$ cat config.mk
export PLATFORM = sky130hd
export DESIGN_NAME = twiddled_texel_unpack_unit
export DESIGN_NICKNAME = d
export VERILOG_FILES = /design/src/hw/rtl/ttu_pkg.sv /design/src/hw/rtl/ttu_cfg_regs.sv /design/src/hw/rtl/ttu_untwiddle.sv /design/src/hw/rtl/ttu_expand.sv /design/src/hw/rtl/twiddled_texel_unpack_unit.sv
export SDC_FILE = /design/constraint.sdc
export NUM_CORES = 1
export LEC_CHECK = 0
export BUFFER_PORTS_ARGS = -buffer_cell sky130_fd_sc_hd__buf_2
export CORE_AREA = 2 2 117 119
export CTS_BUF_LIST = sky130_fd_sc_hd__clkbuf_8 sky130_fd_sc_hd__clkbuf_16
export DETAILED_ROUTE_END_ITERATION = 6
export DIE_AREA = 0 0 119 121
export PLACE_DENSITY = 0.8
export SKIP_LAST_GASP = 1
export SLEW_MARGIN = 5
export SYNTH_ARGS = -nofsm -noshare
export SYNTH_HDL_FRONTEND = slang
export SYNTH_SLANG_ARGS = --single-unit
$ cat constraint.sdc
create_clock -name clk -period 5.7 [get_ports clk]
set_input_delay 0.285 -clock clk [delete_from_list [all_inputs] [get_ports clk]]
set_output_delay 0.285 -clock clk [all_outputs]
set_load 0.02 [all_outputs]
$ cat src/hw/rtl/ttu_pkg.sv
// ttu_pkg: shared types and constants for the twiddled texel unpack unit.
// Request/result structs, configuration register map, pixel format codes.
// No dependencies.
`timescale 1ns / 1ps

package ttu_pkg;

  localparam int MAX_SIDE_LOG2_DEF = 10;
  localparam int TEXEL_W = 16;
  localparam int POS_W   = 20;
  localparam int CHAN_W  = 8;
  localparam int SIDE_W  = 4;
  localparam int FMT_W   = 2;
  localparam int CFG_IDX_W  = 2;
  localparam int CFG_DATA_W = 4;

  localparam logic [CFG_IDX_W-1:0] REG_WIDTH_LOG2  = 2'd0;
  localparam logic [CFG_IDX_W-1:0] REG_HEIGHT_LOG2 = 2'd1;
  localparam logic [CFG_IDX_W-1:0] REG_TWIDDLED    = 2'd2;
  localparam logic [CFG_IDX_W-1:0] REG_PIXEL_FMT   = 2'd3;

  typedef enum logic [FMT_W-1:0] {
    FMT_ARGB1555 = 2'd0,
    FMT_RGB565   = 2'd1,
    FMT_ARGB4444 = 2'd2,
    FMT_YUV422   = 2'd3
  } ttu_fmt_t;

  typedef struct packed {
    logic [SIDE_W-1:0] width_log2;
    logic [SIDE_W-1:0] height_log2;
    logic              twiddled_mode;
    ttu_fmt_t          pixel_format;
  } ttu_cfg_t;

  typedef struct packed {
    logic [TEXEL_W-1:0] texel;
    logic [POS_W-1:0]   stored_position;
  } ttu_req_t;

  typedef struct packed {
    logic [CHAN_W-1:0] red;
    logic [CHAN_W-1:0] green;
    logic [CHAN_W-1:0] blue;
    logic [CHAN_W-1:0] alpha;
  } ttu_rgba_t;

  typedef struct packed {
    logic [POS_W-1:0]  dest_index;
    logic [CHAN_W-1:0] red;
    logic [CHAN_W-1:0] green;
    logic [CHAN_W-1:0] blue;
    logic [CHAN_W-1:0] alpha;
  } ttu_res_t;

endpackage

$ cat src/hw/rtl/ttu_cfg_regs.sv
// ttu_cfg_regs: configuration register file, write-only.
// Depends on ttu_pkg for the register map and config struct.
`timescale 1ns / 1ps

module ttu_cfg_regs (
  input  logic                             clk,
  input  logic                             rst_n,
  input  logic                             cfg_we,
  input  logic [ttu_pkg::CFG_IDX_W-1:0]    cfg_index,
  input  logic [ttu_pkg::CFG_DATA_W-1:0]   cfg_wdata,
  output ttu_pkg::ttu_cfg_t                cfg
);

  ttu_pkg::ttu_cfg_t cfg_r;
  ttu_pkg::ttu_cfg_t cfg_nxt;

  always_comb begin
    cfg_nxt = cfg_r;
    if (cfg_we) begin
      unique case (cfg_index)
        ttu_pkg::REG_WIDTH_LOG2:  cfg_nxt.width_log2    = cfg_wdata[ttu_pkg::SIDE_W-1:0];
        ttu_pkg::REG_HEIGHT_LOG2: cfg_nxt.height_log2   = cfg_wdata[ttu_pkg::SIDE_W-1:0];
        ttu_pkg::REG_TWIDDLED:    cfg_nxt.twiddled_mode = cfg_wdata[0];
        ttu_pkg::REG_PIXEL_FMT:
          cfg_nxt.pixel_format = ttu_pkg::ttu_fmt_t'(cfg_wdata[ttu_pkg::FMT_W-1:0]);
        default: cfg_nxt = cfg_r;
      endcase
    end
  end

  always_ff @(posedge clk) begin
    if (!rst_n) begin
      cfg_r.width_log2    <= '0;
      cfg_r.height_log2   <= '0;
      cfg_r.twiddled_mode <= 1'b1;
      cfg_r.pixel_format  <= ttu_pkg::FMT_ARGB1555;
    end else begin
      cfg_r <= cfg_nxt;
    end
  end

  assign cfg = cfg_r;

endmodule

$ cat src/hw/rtl/ttu_untwiddle.sv
// ttu_untwiddle: Morton-order position to raster index, per-bit muxing.
// Depends on ttu_pkg for field widths.
`timescale 1ns / 1ps

module ttu_untwiddle #(
  parameter int MAX_SIDE_LOG2 = ttu_pkg::MAX_SIDE_LOG2_DEF
) (
  input  logic [ttu_pkg::SIDE_W-1:0] width_log2,
  input  logic [ttu_pkg::SIDE_W-1:0] height_log2,
  input  logic [ttu_pkg::POS_W-1:0]  pos,
  output logic [ttu_pkg::POS_W-1:0]  dest
);

  localparam int WIDE  = (2 * MAX_SIDE_LOG2 > ttu_pkg::POS_W) ? 2 * MAX_SIDE_LOG2
                                                              : ttu_pkg::POS_W;
  localparam int IDX_W = $clog2(WIDE);
  localparam logic [ttu_pkg::SIDE_W-1:0] SIDE_MAX = ttu_pkg::SIDE_W'(MAX_SIDE_LOG2);

  logic [ttu_pkg::SIDE_W-1:0] wl_sat;
  logic [ttu_pkg::SIDE_W-1:0] hl_sat;
  logic [WIDE-1:0]            pos_ext;
  logic [MAX_SIDE_LOG2-1:0]   row;
  logic [MAX_SIDE_LOG2-1:0]   col;
  logic [WIDE-1:0]            wide;

  assign wl_sat  = (width_log2 > SIDE_MAX) ? SIDE_MAX : width_log2;
  assign hl_sat  = (height_log2 > SIDE_MAX) ? SIDE_MAX : height_log2;
  assign pos_ext = WIDE'(pos);

  // Row bit i sits at i + min(i, wl); column bit i at i + min(i + 1, hl).
  always_comb begin
    row = '0;
    col = '0;
    for (int i = 0; i < MAX_SIDE_LOG2; i++) begin
      if (i < int'(hl_sat)) begin
        row[i] = pos_ext[IDX_W'(i + ((i < int'(wl_sat)) ? i : int'(wl_sat)))];
      end
      if (i < int'(wl_sat)) begin
        col[i] = pos_ext[IDX_W'(i + ((i + 1 < int'(hl_sat)) ? i + 1 : int'(hl_sat)))];
      end
    end
  end

  assign wide = (WIDE'(row) << wl_sat) | WIDE'(col);
  assign dest = wide[ttu_pkg::POS_W-1:0];

endmodule

$ cat src/hw/rtl/ttu_expand.sv
// ttu_expand: 16-bit packed texel to 8-bit RGBA channels.
// Depends on ttu_pkg for format codes and the channel struct.
`timescale 1ns / 1ps

module ttu_expand (
  input  ttu_pkg::ttu_fmt_t               fmt,
  input  logic [ttu_pkg::TEXEL_W-1:0]     texel,
  output ttu_pkg::ttu_rgba_t              rgba
);

  always_comb begin
    unique case (fmt)
      ttu_pkg::FMT_ARGB1555: begin
        rgba.alpha = {8{texel[15]}};
        rgba.red   = {texel[14:10], 3'b000};
        rgba.green = {texel[9:5], 3'b000};
        rgba.blue  = {texel[4:0], 3'b000};
      end
      ttu_pkg::FMT_RGB565: begin
        rgba.alpha = 8'hFF;
        rgba.red   = {texel[15:11], 3'b000};
        rgba.green = {texel[10:5], 2'b00};
        rgba.blue  = {texel[4:0], 3'b000};
      end
      ttu_pkg::FMT_ARGB4444: begin
        rgba.alpha = {texel[15:12], 4'h0};
        rgba.red   = {texel[11:8], 4'h0};
        rgba.green = {texel[7:4], 4'h0};
        rgba.blue  = {texel[3:0], 4'h0};
      end
      default: begin
        rgba.alpha = 8'hFF;
        rgba.red   = 8'hFF;
        rgba.green = 8'hFF;
        rgba.blue  = 8'hFF;
      end
    endcase
  end

endmodule

$ cat src/hw/rtl/twiddled_texel_unpack_unit.sv
// twiddled_texel_unpack_unit: top level of the texel unpacker.
// Depends on ttu_pkg, ttu_cfg_regs, ttu_untwiddle, ttu_expand.
`timescale 1ns / 1ps
//
// Usage:
//   Request channel: drive in_req (texel, stored_position) and raise start.
//   A request is taken at each rising edge with start high and busy low.
//   busy is low outside reset once busy_r has cleared after it, so one
//   request per cycle is taken while start is high: throughput is one texel per clock.
//   Result channel: out_valid is high for exactly one cycle with out_res
//   (dest_index, red, green, blue, alpha). A taken request passes through the
//   request register and then the result register before it shows on out_res.
//   The latency is set by the request register and the result register;
//   untwiddle and channel expansion are short logic between them.
//   The receiver cannot stall; results are never held.
//   Configuration: cfg_we/cfg_index/cfg_wdata write one register per edge;
//   the user must write only while no request is in flight; the block does not enforce this.
//   Reset (rst_n low, synchronous): registers return to width 1, height 1,
//   twiddled mode, ARGB1555; in-flight requests are dropped; busy is high
//   during reset and for the first cycle after it.

module twiddled_texel_unpack_unit #(
  parameter int MAX_SIDE_LOG2 = ttu_pkg::MAX_SIDE_LOG2_DEF
) (
  input  logic                            clk,
  input  logic                            rst_n,
  input  logic                            start,
  output logic                            busy,
  input  ttu_pkg::ttu_req_t               in_req,
  output logic                            out_valid,
  output ttu_pkg::ttu_res_t               out_res,
  input  logic                            cfg_we,
  input  logic [ttu_pkg::CFG_IDX_W-1:0]   cfg_index,
  input  logic [ttu_pkg::CFG_DATA_W-1:0]  cfg_wdata
);

  ttu_pkg::ttu_cfg_t          cfg;
  ttu_pkg::ttu_req_t          req_r;
  logic                       req_valid_r;
  logic                       busy_r;
  ttu_pkg::ttu_res_t          res_r;
  ttu_pkg::ttu_res_t          res_nxt;
  logic                       out_valid_r;
  logic [ttu_pkg::POS_W-1:0]  untw_dest;
  ttu_pkg::ttu_rgba_t         rgba;
  logic                       take;

  ttu_cfg_regs u_cfg (
    .clk       (clk),
    .rst_n     (rst_n),
    .cfg_we    (cfg_we),
    .cfg_index (cfg_index),
    .cfg_wdata (cfg_wdata),
    .cfg       (cfg)
  );

  ttu_untwiddle #(
    .MAX_SIDE_LOG2 (MAX_SIDE_LOG2)
  ) u_untw (
    .width_log2  (cfg.width_log2),
    .height_log2 (cfg.height_log2),
    .pos         (req_r.stored_position),
    .dest        (untw_dest)
  );

  ttu_expand u_exp (
    .fmt   (cfg.pixel_format),
    .texel (req_r.texel),
    .rgba  (rgba)
  );

  assign busy = busy_r | ~rst_n;
  assign take = start & ~busy;

  always_comb begin
    res_nxt.dest_index = cfg.twiddled_mode ? untw_dest : req_r.stored_position;
    res_nxt.red        = rgba.red;
    res_nxt.green      = rgba.green;
    res_nxt.blue       = rgba.blue;
    res_nxt.alpha      = rgba.alpha;
  end

  always_ff @(posedge clk) begin
    if (!rst_n) begin
      busy_r      <= 1'b1;
      req_valid_r <= 1'b0;
      out_valid_r <= 1'b0;
    end else begin
      busy_r      <= 1'b0;
      req_valid_r <= take;
      out_valid_r <= req_valid_r;
    end
  end

  always_ff @(posedge clk) begin
    if (take) begin
      req_r <= in_req;
    end
    if (req_valid_r) begin
      res_r <= res_nxt;
    end
  end

  assign out_valid = out_valid_r;
  assign out_res   = res_r;

endmodule

==> impl_metrics.py, run 1 <==
metrics = {
    "status": {
        "outcome": "completed",
    },
    "setup_path": {
        "crit_required_ps": 5770,
        "r2r_cells": 11,
        "r2r-end": "out_res[46]",
        "crit_start": "u_cfg.cfg[10]",
        "reg2reg_slack_ps": 1840,
        "cpMaxStageDelayCell": "dfxtp_1",
        "crit_chain": "buf_4 > o21a_1 > nor2_1 > inv_1 > ha_1 > o21ai_0 > a21o_1 > a311oi_1 > o211ai_1 > a22oi_1 > o221ai_1",
        "arrival_ps": 3930,
        "start_kind": "register",
        "crit_buf_inv": 2,
        "worst-path-stages": 11,
        "critPathMaxFanout": 18,
        "cp_top_family": "compound AO/OA/AOI/OAI gates",
        "critPathCaptureType": "register",
        "slowest_delay_ps": 710,
        "r2r_start": "u_cfg.cfg[10]",
        "path_class": "register to register",
    },
    "pwr": {
        "p_total_mw": 1.71,
        "intPower_mw": 1.23,
        "power.density_nw_per_um2": 227,
        "switching_power_mw": 0.477,
        "p_seq_frac": 0.461,
        "clkPwrFrac": 0.360,
        "switching_share": 0.280,
        "power.share.combinational": 0.180,
        "total_leakage_power_nw": 2.87,
        "ir_worst_vdd_uv": 213,
    },
    "clocking": {
        "clkTransAtPathRegs_ps": 70,
        "cts_hold_buf": 0,
        "clock_sinks": 92,
        "insertion_delay_ps": 350,
        "cts-root-buf": "clkbuf_16",
        "cts_tree": "done",
        "numCtsBuffers": 9,
        "clock_path_buffers": 2,
        "h-tree-depth": 3,
        "cts_setup_buffers": 0,
        "cts_resized": 0,
    },
    "layout": {
        "final_nets": 799,
        "layout-drive-gt1-share": 0.243,
        "diodes": 0,
        "final_area_um2": 7520,
        "syn2layout_area_growth_pct": 11.7,
        "nFillCells": 1111,
    },
    "drt": {
        "dr.pass1.iters": 6,
        "wl_mm": 20.3,
        "wl_per_cell_um": 22.0,
        "vias_per_cell": 6.57,
        "ant_nets": 0,
        "drc": 0,
        "vias": 6048,
        "drt_iter0_markers": 784,
    },
    "logic_synthesis": {
        "synthCells": 686,
        "syn-mean-instance-area_um2": 9.81,
        "synth-edff-count": 78,
        "ys_seq_area_frac": 0.390,
        "synthTopCellsByArea": "edfxtp_1 (35%), mux4_2 (9.4%), mux2i_1 (6.5%)",
        "synth_top_area_share": 0.348,
        "ys.flop_type": "edfxtp_1",
        "ys_types": 78,
        "synth-seq-cells": 92,
        "synth_top_area_cell": "edfxtp_1",
        "yosys_warnings": 0,
        "netlist_area_um2": 6730,
        "ys_async_sr_fraction": 0,
    },
    "placement": {
        "place_worst_setup_slack_ps": 2020,
        "port_buffers": 99,
        "place_congestion": 0.951,
        "post_dp_cell_area_um2": 7220,
        "dp_hpwl_mm": 14.2,
    },
    "grt": {
        "grt_max_degree": 44,
        "grt_pass1_vias": 5850,
        "antenna_found_initial": 0,
        "grt_pass1_wl_mm": 31.7,
        "gr-total-overflow": 0,
        "grt_usage": 0.283,
    },
    "flow_run": {
        "maxCapViolCount": 0,
    },
    "die": {
        "dieArea_um2": 14400,
        "die_y_um": 121,
        "core_area_um2": 13100,
        "ios": 100,
        "start_util": 0.514,
        "row_count": 42,
        "fp.dieW_um": 119,
    },
    "hold_path": {
        "holdCritPathClass": "input port to register",
        "min_from": "in_req[17]",
        "hold_depth": 1,
        "min_to": "req_r[17]",
    },
    "sta": {
        "slew_viol_final": 0,
        "finClkSkew_ps": 7.60,
        "tightest_slew_ps": 1010,
        "fmax_mhz": 259,
        "worst_slack_ps": 1840,
        "min_period_ps": 3860,
        "holdWs_ps": 101,
        "rsz0062_at_grt": "false",
        "finalSetupViolCount": 0,
        "finalHoldViolCount": 0,
        "max_slew_margin": 0.319,
        "setup_tns_ps": 0,
        "fin_crit_sh": 0.677,
    },
}
## stage by stage
stage / util / instances
after detailed placement: 0.552 / 905
after global routing: 0.575 / 921
after floorplan: - / 688
final: 0.575 / 921
after CTS: 0.575 / 921
after global placement: 0.552 / 905
## flip-flops by register name (all words and copies together), names as in the netlist
name,cells
req_r,36
u_cfg.cfg,11
busy_r,1
out_valid,1
req_valid_r,1
out_res,42
## Yosys cell counts, drive strengths merged, types with 14 or more instances
cell    number
clkbuf      40
mux2i       44
inv         26
nand3       18
nand2       56
buf         28
nor2        68
dfxtp       14
mux4        28
a21oi       29
edfxtp      78
o21ai       48
## cells in the final DEF (no fill, tap or decap), types with 5 or more instances in the layout
| master | n |
|---|---|
| buf_2 | 99 |
| edfxtp_1 | 78 |
| nor2_1 | 67 |
| nand2_1 | 56 |
| mux2i_1 | 44 |
| o21ai_0 | 43 |
| mux4_2 | 28 |
| a21oi_1 | 28 |
| inv_1 | 26 |
| nand3_1 | 18 |
| nor3_1 | 13 |
| ha_1 | 13 |
| dfxtp_1 | 13 |
| nand2b_1 | 12 |
| o21a_1 | 11 |
| o211ai_1 | 10 |
| mux2_2 | 10 |
| buf_4 | 10 |
| clkbuf_16 | 9 |
| o22ai_1 | 8 |
| nor2b_1 | 7 |
| a22oi_1 | 7 |
| nor4_1 | 6 |
| a31oi_1 | 6 |
| a211oi_1 | 6 |
| a2111oi_0 | 6 |
| a221oi_1 | 6 |
| and2_1 | 5 |
| or3_1 | 5 |
| and3_1 | 5 |
## power groups by stage
stage                     Clock (mW)  Sequential (mW)  Combinational [mW]
after floorplan                    0            0.794               0.219
after global placement             0            0.799               0.290
after detailed placement           0            0.800               0.298
after CTS                      0.623            0.785               0.300
after global routing           0.645            0.789               0.332
final                          0.614            0.786               0.307
## cell families (layout without fill, tap and decap cells)
family | Yosys count | count (layout) | synth area share
adder cells (fa/ha/maj) | 13 | 13 | 0.0242
buffers and inverters | 98 | 155 | 0.0643
XOR/XNOR | 2 | 2 | 0.00260
AO/OA/AOI/OAI | 183 | 183 | 0.190
AND/OR/NAND/NOR | 215 | 215 | 0.153
other | 1 | 3 | 0.000557
flip-flops | 92 | 92 | 0.390
multiplexers | 82 | 82 | 0.176
## routing by layer
layer | GRT usage | share of wire | wire length (µm)
met5 | 0 | 0 | 0
met4 | 0.104 | 0.028 | 563
met3 | 0.0573 | 0.10 | 2080
met2 | 0.440 | 0.47 | 9450
met1 | 0.395 | 0.40 | 8190
## worst register-to-register path, delay by kind of cell, from the launching register on
family / cells / cell delay (ps)
compound gates: 7 / 1910
fa+ha+maj: 1 / 360
buf+inv: 2 / 470
flops: 1 / 710
simple gates: 1 / 120
## area by class of cell
cell class	count	area (µm²)	area share
Multi-Input combinational cell	498	3690	0.491
Clock buffer	9	225	0.0299
Inverter	30	113	0.0150
Tap cell	176	220	0.0293
Timing Repair Buffer	109	571	0.0759
Clock inverter	7	77.6	0.0103
Sequential cell	92	2620	0.349
## worst max-delay path by stage
stage	endpoint	slack, ps
2_1_floorplan	out_res[45]	2390
3_3_place_gp	out_res[45]	2050
3_5_place_dp	out_res[45]	2020
4_1_cts	out_res[45]	2000
5_1_grt	out_res[40]	1520
6_report	out_res[46]	1840
Note: power is estimated with default switching activity, not from simulation.
==> run 2, diff against run 1 <==
--- a/config.mk
+++ b/config.mk
@@ -5,11 +5,12 @@
 export SDC_FILE = /design/constraint.sdc
 export NUM_CORES = 1
 export LEC_CHECK = 0
+export ABC_AREA = 1
 export BUFFER_PORTS_ARGS = -buffer_cell sky130_fd_sc_hd__buf_2
-export CORE_AREA = 2 2 117 119
+export CORE_AREA = 2 2 115 117
 export CTS_BUF_LIST = sky130_fd_sc_hd__clkbuf_8 sky130_fd_sc_hd__clkbuf_16
 export DETAILED_ROUTE_END_ITERATION = 6
-export DIE_AREA = 0 0 119 121
+export DIE_AREA = 0 0 117 119
 export PLACE_DENSITY = 0.8
 export SKIP_LAST_GASP = 1
 export SLEW_MARGIN = 5
==> constraint.sdc (replaced) <==
create_clock -name clk -period 3.6 [get_ports clk]
set_input_delay 0.18 -clock clk [delete_from_list [all_inputs] [get_ports clk]]
set_output_delay 0.18 -clock clk [all_outputs]
set_load 0.02 [all_outputs]
==> impl_metrics.py, run 2 <==
metrics = {
    "grt": {
        "gr-total-overflow": 0,
        "grt_usage": 0.310,
        "grt_pass1_wl_mm": 33.0,
        "grt_max_degree": 44,
        "antenna_found_initial": 0,
        "grt_pass1_vias": 6132,
    },
    "drt": {
        "drt_iter0_markers": 953,
        "vias_per_cell": 5.94,
        "drc": 0,
        "wl_mm": 21.1,
        "ant_nets": 0,
        "vias": 6835,
        "dr.pass1.iters": 6,
        "wl_per_cell_um": 18.3,
    },
    "sta": {
        "tightest_slew_ps": 1020,
        "setup_tns_ps": 0,
        "finClkSkew_ps": 17.1,
        "finalSetupViolCount": 0,
        "fmax_mhz": 299,
        "slew_viol_final": 0,
        "min_period_ps": 3340,
        "max_slew_margin": 0.320,
        "worst_slack_ps": 256,
        "finalHoldViolCount": 0,
        "rsz0062_at_grt": "false",
        "fin_crit_sh": 0.929,
    },
    "setup_path": {
        "critPathMaxFanout": 17,
        "crit_required_ps": 3790,
        "crit_buf_inv": 2,
        "critPathCaptureType": "register",
        "start_kind": "register",
        "cp_common_cell": "nand2_1",
        "crit_chain": "nor2_8 > nand2_2 > nor2_2 > inv_1 > ha_1 > inv_1 > o211ai_1 > nand3_1 > nand3_2 > nand2_1 > o21ai_0 > nand2_1 > nand2_1 > a21oi_1 > o21ai_1 > o21ai_1",
        "arrival_ps": 3540,
        "path_class": "register to register",
        "cpMaxStageDelayCell": "dfxtp_1",
        "slowest_delay_ps": 580,
        "cp_top_family": "simple AND/OR/NAND/NOR gates",
    },
    "clocking": {
        "cts-root-buf": "clkbuf_16",
        "h-tree-depth": 3,
        "clkTransAtPathRegs_ps": 70,
        "numCtsBuffers": 9,
        "clock_path_buffers": 2,
        "cts_resized": 0,
        "insertion_delay_ps": 360,
        "clock_sinks": 92,
        "cts_tree": "done",
    },
    "logic_synthesis": {
        "ys_async_sr_fraction": 0,
        "ys_types": 46,
        "synth-edff-count": 78,
        "synthTopCellsByArea": "edfxtp_1 (36%), nand3_1 (8.6%), o21ai_0 (8.2%)",
        "synth-seq-cells": 92,
        "synthCells": 860,
        "ys.flop_type": "edfxtp_1",
        "synth_common_cells": "nand2_1 (123), nand3_1 (112), o21ai_0 (107)",
        "ys_seq_area_frac": 0.403,
        "synth_top_area_cell": "edfxtp_1",
        "synth_most_common_cell": "nand2_1",
        "syn-mean-instance-area_um2": 7.56,
        "synth_top_area_share": 0.360,
        "netlist_area_um2": 6500,
        "yosys_warnings": 0,
    },
    "pwr": {
        "intPower_mw": 2.03,
        "power.share.combinational": 0.238,
        "total_leakage_power_nw": 3.33,
        "p_seq_frac": 0.415,
        "power.density_nw_per_um2": 391,
        "switching_share": 0.327,
        "switching_power_mw": 0.986,
        "clkPwrFrac": 0.347,
        "ir_worst_vdd_uv": 388,
    },
    "placement": {
        "post_dp_cell_area_um2": 7040,
        "dp_hpwl_mm": 15.0,
        "place_worst_setup_slack_ps": 376,
        "port_buffers": 99,
        "place_congestion": 1.03,
    },
    "layout": {
        "fin_util": 0.600,
        "diodes": 0,
        "syn2layout_area_growth_pct": 18.8,
        "largest_register_ffs": 42,
        "final_common_cell": "nand2_1",
        "final_area_um2": 7720,
        "final_nets": 1028,
        "layout-drive-gt1-share": 0.161,
        "layout_common_cells": "nand2_1 (123), nand3_1 (112), o21ai_0 (107)",
    },
    "die": {
        "dieArea_um2": 13900,
        "ios": 100,
        "row_count": 42,
        "core_area_um2": 12900,
        "start_util": 0.505,
        "fp.dieW_um": 117,
        "die_y_um": 119,
    },
    "flow_run": {
        "maxCapViolCount": 0,
    },
    "hold_path": {
        "holdCritPathClass": "input port to register",
    },
    "status": {
        "outcome": "completed",
    },
}
run 2: cell types whose count changed after synthesis, moves of 9 or more:
cell,delta
mux4_2,-28
o21ai_0,+64
nand2b_1,-12
clkbuf_1,-20
inv_1,+70
nor2_1,-14
o211ai_1,+18
o221ai_1,+9
nand3_1,+94
a21oi_1,+53
nand2_1,+67
mux2i_1,-44
mux2_2,-10
o21a_1,-10
run 2: logic make-up after synthesis:
logic type	Yosys count	share of synthesized area
compound gates	267	0.232
flops	92	0.403
simple gates	331	0.232
fa+ha+maj	13	0.0250
buf+inv	151	0.100
other cells	1	0.000577
xor+xnor	5	0.00674
run 2: final timing paths:
path                               startpoint          end  slack, ps  cells after the start
worst max-delay path            u_cfg.cfg[10]  out_res[35]        260                     16
worst min-delay path                    start  req_valid_r         90                      3
worst max register to register  u_cfg.cfg[10]  out_res[35]        260                     16
worst min register to register         busy_r  req_valid_r        530                      2
run 2: worst min-delay path, delay by kind of cell:
family | cells | cell delay (ps)
AND/OR/NAND/NOR | 1 | 100
buffers and inverters | 2 | 140
run 2: final cells by class:
type,instances,area [µm²]
fillers,1158,5150
multi-input cells,619,3240
flip-flops and latches,92,2620
repair buffers,144,923
inverters,103,389
clock buffers,9,225
well taps,176,220
clock inverters,7,97.6
run 2: power groups by stage:
stage	Sequential (mW)	Combinational, mW	Clock (mW)
floorplan	1.27	0.490	0
detailed placement	1.27	0.665	0
global placement	1.27	0.662	0
finish	1.25	0.719	1.05
CTS	1.25	0.698	1.06
global route	1.26	0.796	1.10
run 2: metal layers:
layer | track usage | vias to the layer above | wire length [µm]
li1 | - | 3252 | -
met1 | 0.452 | 3060 | 8700
met2 | 0.449 | 448 | 9090
met3 | 0.0626 | 75 | 2430
met4 | 0.126 | 0 | 828
met5 | 0 | - | 0
run 2: stage by stage:
stage	cells	power, mW	hold WS [ps]
2_1_floorplan	862	1.76	264
3_3_place_gp	1098	1.94	356
3_5_place_dp	1098	1.94	358
4_1_cts	1150	3.01	87.5
5_1_grt	1150	3.15	120
6_report	1150	3.02	92.1
run 2: what timing repair did:
action                                 4_1_cts  5_1_grt
setup buffers                                0        0
hold buffers                                36        0
endpoints found under the hold margin       36        0
==> run 3, diff against run 2 <==
--- a/config.mk
+++ b/config.mk
@@ -5,12 +5,11 @@
 export SDC_FILE = /design/constraint.sdc
 export NUM_CORES = 1
 export LEC_CHECK = 0
-export ABC_AREA = 1
 export BUFFER_PORTS_ARGS = -buffer_cell sky130_fd_sc_hd__buf_2
-export CORE_AREA = 2 2 115 117
+export CORE_AREA = 2 2 117 119
 export CTS_BUF_LIST = sky130_fd_sc_hd__clkbuf_8 sky130_fd_sc_hd__clkbuf_16
 export DETAILED_ROUTE_END_ITERATION = 6
-export DIE_AREA = 0 0 117 119
+export DIE_AREA = 0 0 119 121
 export PLACE_DENSITY = 0.8
 export SKIP_LAST_GASP = 1
 export SLEW_MARGIN = 5
==> impl_metrics.py, run 3 (same netlist as run 1, synthesis figures left out) <==
metrics = {
    "layout": {
        "largest_register_ffs": 42,
        "final_nets": 845,
        "diodes": 0,
        "layout_common_cells": "buf_2 (99), edfxtp_1 (78), nor2_1 (67)",
        "final_common_cell": "buf_2",
        "final_area_um2": 7910,
        "layout-drive-gt1-share": 0.268,
        "syn2layout_area_growth_pct": 17.5,
        "nFillCells": 1065,
    },
    "status": {
        "outcome": "completed",
    },
    "placement": {
        "port_buffers": 99,
        "dp_hpwl_mm": 15.2,
        "post_dp_cell_area_um2": 7430,
        "place_congestion": 1.06,
    },
    "flow_run": {
        "maxCapViolCount": 0,
    },
    "die": {
        "die_y_um": 121,
        "start_util": 0.514,
        "fp.dieW_um": 119,
        "row_count": 42,
        "core_area_um2": 13100,
        "ios": 100,
        "dieArea_um2": 14400,
    },
    "clocking": {
        "clkTransAtPathRegs_ps": 70,
        "cts-root-buf": "clkbuf_16",
        "insertion_delay_ps": 350,
        "clock_sinks": 92,
        "numCtsBuffers": 9,
        "clock_path_buffers": 2,
        "h-tree-depth": 3,
        "cts_tree": "done",
    },
    "pwr": {
        "power.density_nw_per_um2": 345,
        "ir_worst_vdd_uv": 370,
        "total_leakage_power_nw": 3.08,
    },
    "setup_path": {
        "arrival_ps": 3410,
        "start_kind": "register",
        "path_class": "register to register",
        "r2r_cells": 11,
        "r2r_start": "u_cfg.cfg[8]",
        "crit_required_ps": 3670,
        "reg2reg_slack_ps": 260,
        "critPathCaptureType": "register",
        "critPathMaxFanout": 14,
        "r2r-end": "out_res[47]",
    },
    "grt": {
        "grt_usage": 0.300,
        "gr-total-overflow": 0,
        "grt_pass1_wl_mm": 33.4,
        "grt_max_degree": 44,
        "grt_pass1_vias": 6124,
        "antenna_found_initial": 0,
    },
    "sta": {
        "rsz0062_at_grt": "false",
        "min_period_ps": 3340,
        "holdWs_ps": 8.05,
        "finalSetupViolCount": 0,
        "finClkSkew_ps": 9.78,
        "finalHoldViolCount": 0,
        "max_slew_margin": 0.316,
        "fmax_mhz": 300,
        "tightest_slew_ps": 1020,
        "setup_tns_ps": 0,
        "fin_crit_sh": 0.927,
        "slew_viol_final": 0,
    },
    "drt": {
        "drc": 0,
        "dr.pass1.iters": 5,
        "ant_nets": 0,
        "wl_per_cell_um": 22.4,
        "vias_per_cell": 6.54,
        "drt_iter0_markers": 841,
        "vias": 6322,
        "wl_mm": 21.6,
    },
    "hold_path": {
        "holdCritPathClass": "input port to register",
        "min_from": "in_req[23]",
        "min_to": "req_r[23]",
        "hold_depth": 1,
    },
}
## run 3: changes by cell type in the layout (fill, tap and decap cells not counted), sizes merged, moves of 9 or more
cell         delta
nand2b         +12
nand2          -74
o21ai          -72
o211ai         -19
mux4           +28
mux2           +10
o21a           +10
buf            +30
a21oi          -52
inv            -80
nand3          -95
o221ai          -9
mux2i          +44
dlygate4sd3    -19
## run 3: worst max-delay path, stage by stage, from the launching register on
cell,delay (ps)
dfxtp_1,490
o21a_1,330
nor2_1,270
inv_1,160
ha_2,450
o21ai_0,150
a21o_1,200
a311oi_1,370
o211ai_1,130
buf_4,180
o2111ai_1,200
a31oi_1,120
## run 3: per-layer routing
metal,vias to the layer above,wire length [µm],GRT usage
met4,0,612,0.102
met2,476,9870,0.464
met1,2973,8610,0.417
met5,-,0,0
li1,2796,-,-
met3,77,2530,0.0667
## run 3: layout make-up
class | instances | area (µm²) | share of cell area
Multi-Input combinational cell | 498 | 3690 | 0.467
Sequential cell | 92 | 2630 | 0.332
Timing Repair Buffer | 155 | 958 | 0.121
Clock buffer | 9 | 225 | 0.0285
Tap cell | 176 | 220 | 0.0278
Inverter | 30 | 113 | 0.0142
Clock inverter | 7 | 72.6 | 0.00918
## run 3: how the worst max path moves through the flow
stage / cells after the start / to / startpoint / slack [ps]
4_1_cts: 11 / out_res[49] / u_cfg.cfg[10] / 210
2_1_floorplan: 15 / out_res[45] / u_cfg.cfg[9] / 290
6_report: 11 / out_res[47] / u_cfg.cfg[8] / 260
3_3_place_gp: 11 / out_res[49] / u_cfg.cfg[10] / 350
3_5_place_dp: 11 / out_res[49] / u_cfg.cfg[10] / 240
5_1_grt: 12 / out_res[46] / u_cfg.cfg[8] / 50
## run 3: repair_timing
action / CTS / global route
gates resized for setup: 0 / 2
endpoints found under the setup margin: 0 / 10
buffers inserted: 0 / 1
hold buffers: 11 / 6
endpoints found under the hold margin: 11 / 6
## run 3: power breakdown
| group | internal (mW) | switching (mW) | total [mW] | leakage [nW] |
|---|---|---|---|---|
| logic | 0.238 | 0.293 | 0.532 | 2.10 |
| clock network | 0.541 | 0.411 | 0.952 | 0.144 |
| registers | 1.20 | 0.0511 | 1.25 | 0.837 |
| total | 1.97 | 0.756 | 2.73 | 3.08 |
## run 3: metrics by stage
| stage | setup WS, ps | instances | util | power (mW) |
|---|---|---|---|---|
| after detailed placement | 245 | 933 | 0.568 | 1.77 |
| after floorplan | 294 | 688 | - | 1.60 |
| after CTS | 212 | 960 | 0.599 | 2.72 |
| final | 264 | 967 | 0.604 | 2.73 |
| after global placement | 353 | 933 | 0.568 | 1.75 |
| after global routing | 51.1 | 967 | 0.604 | 2.82 |
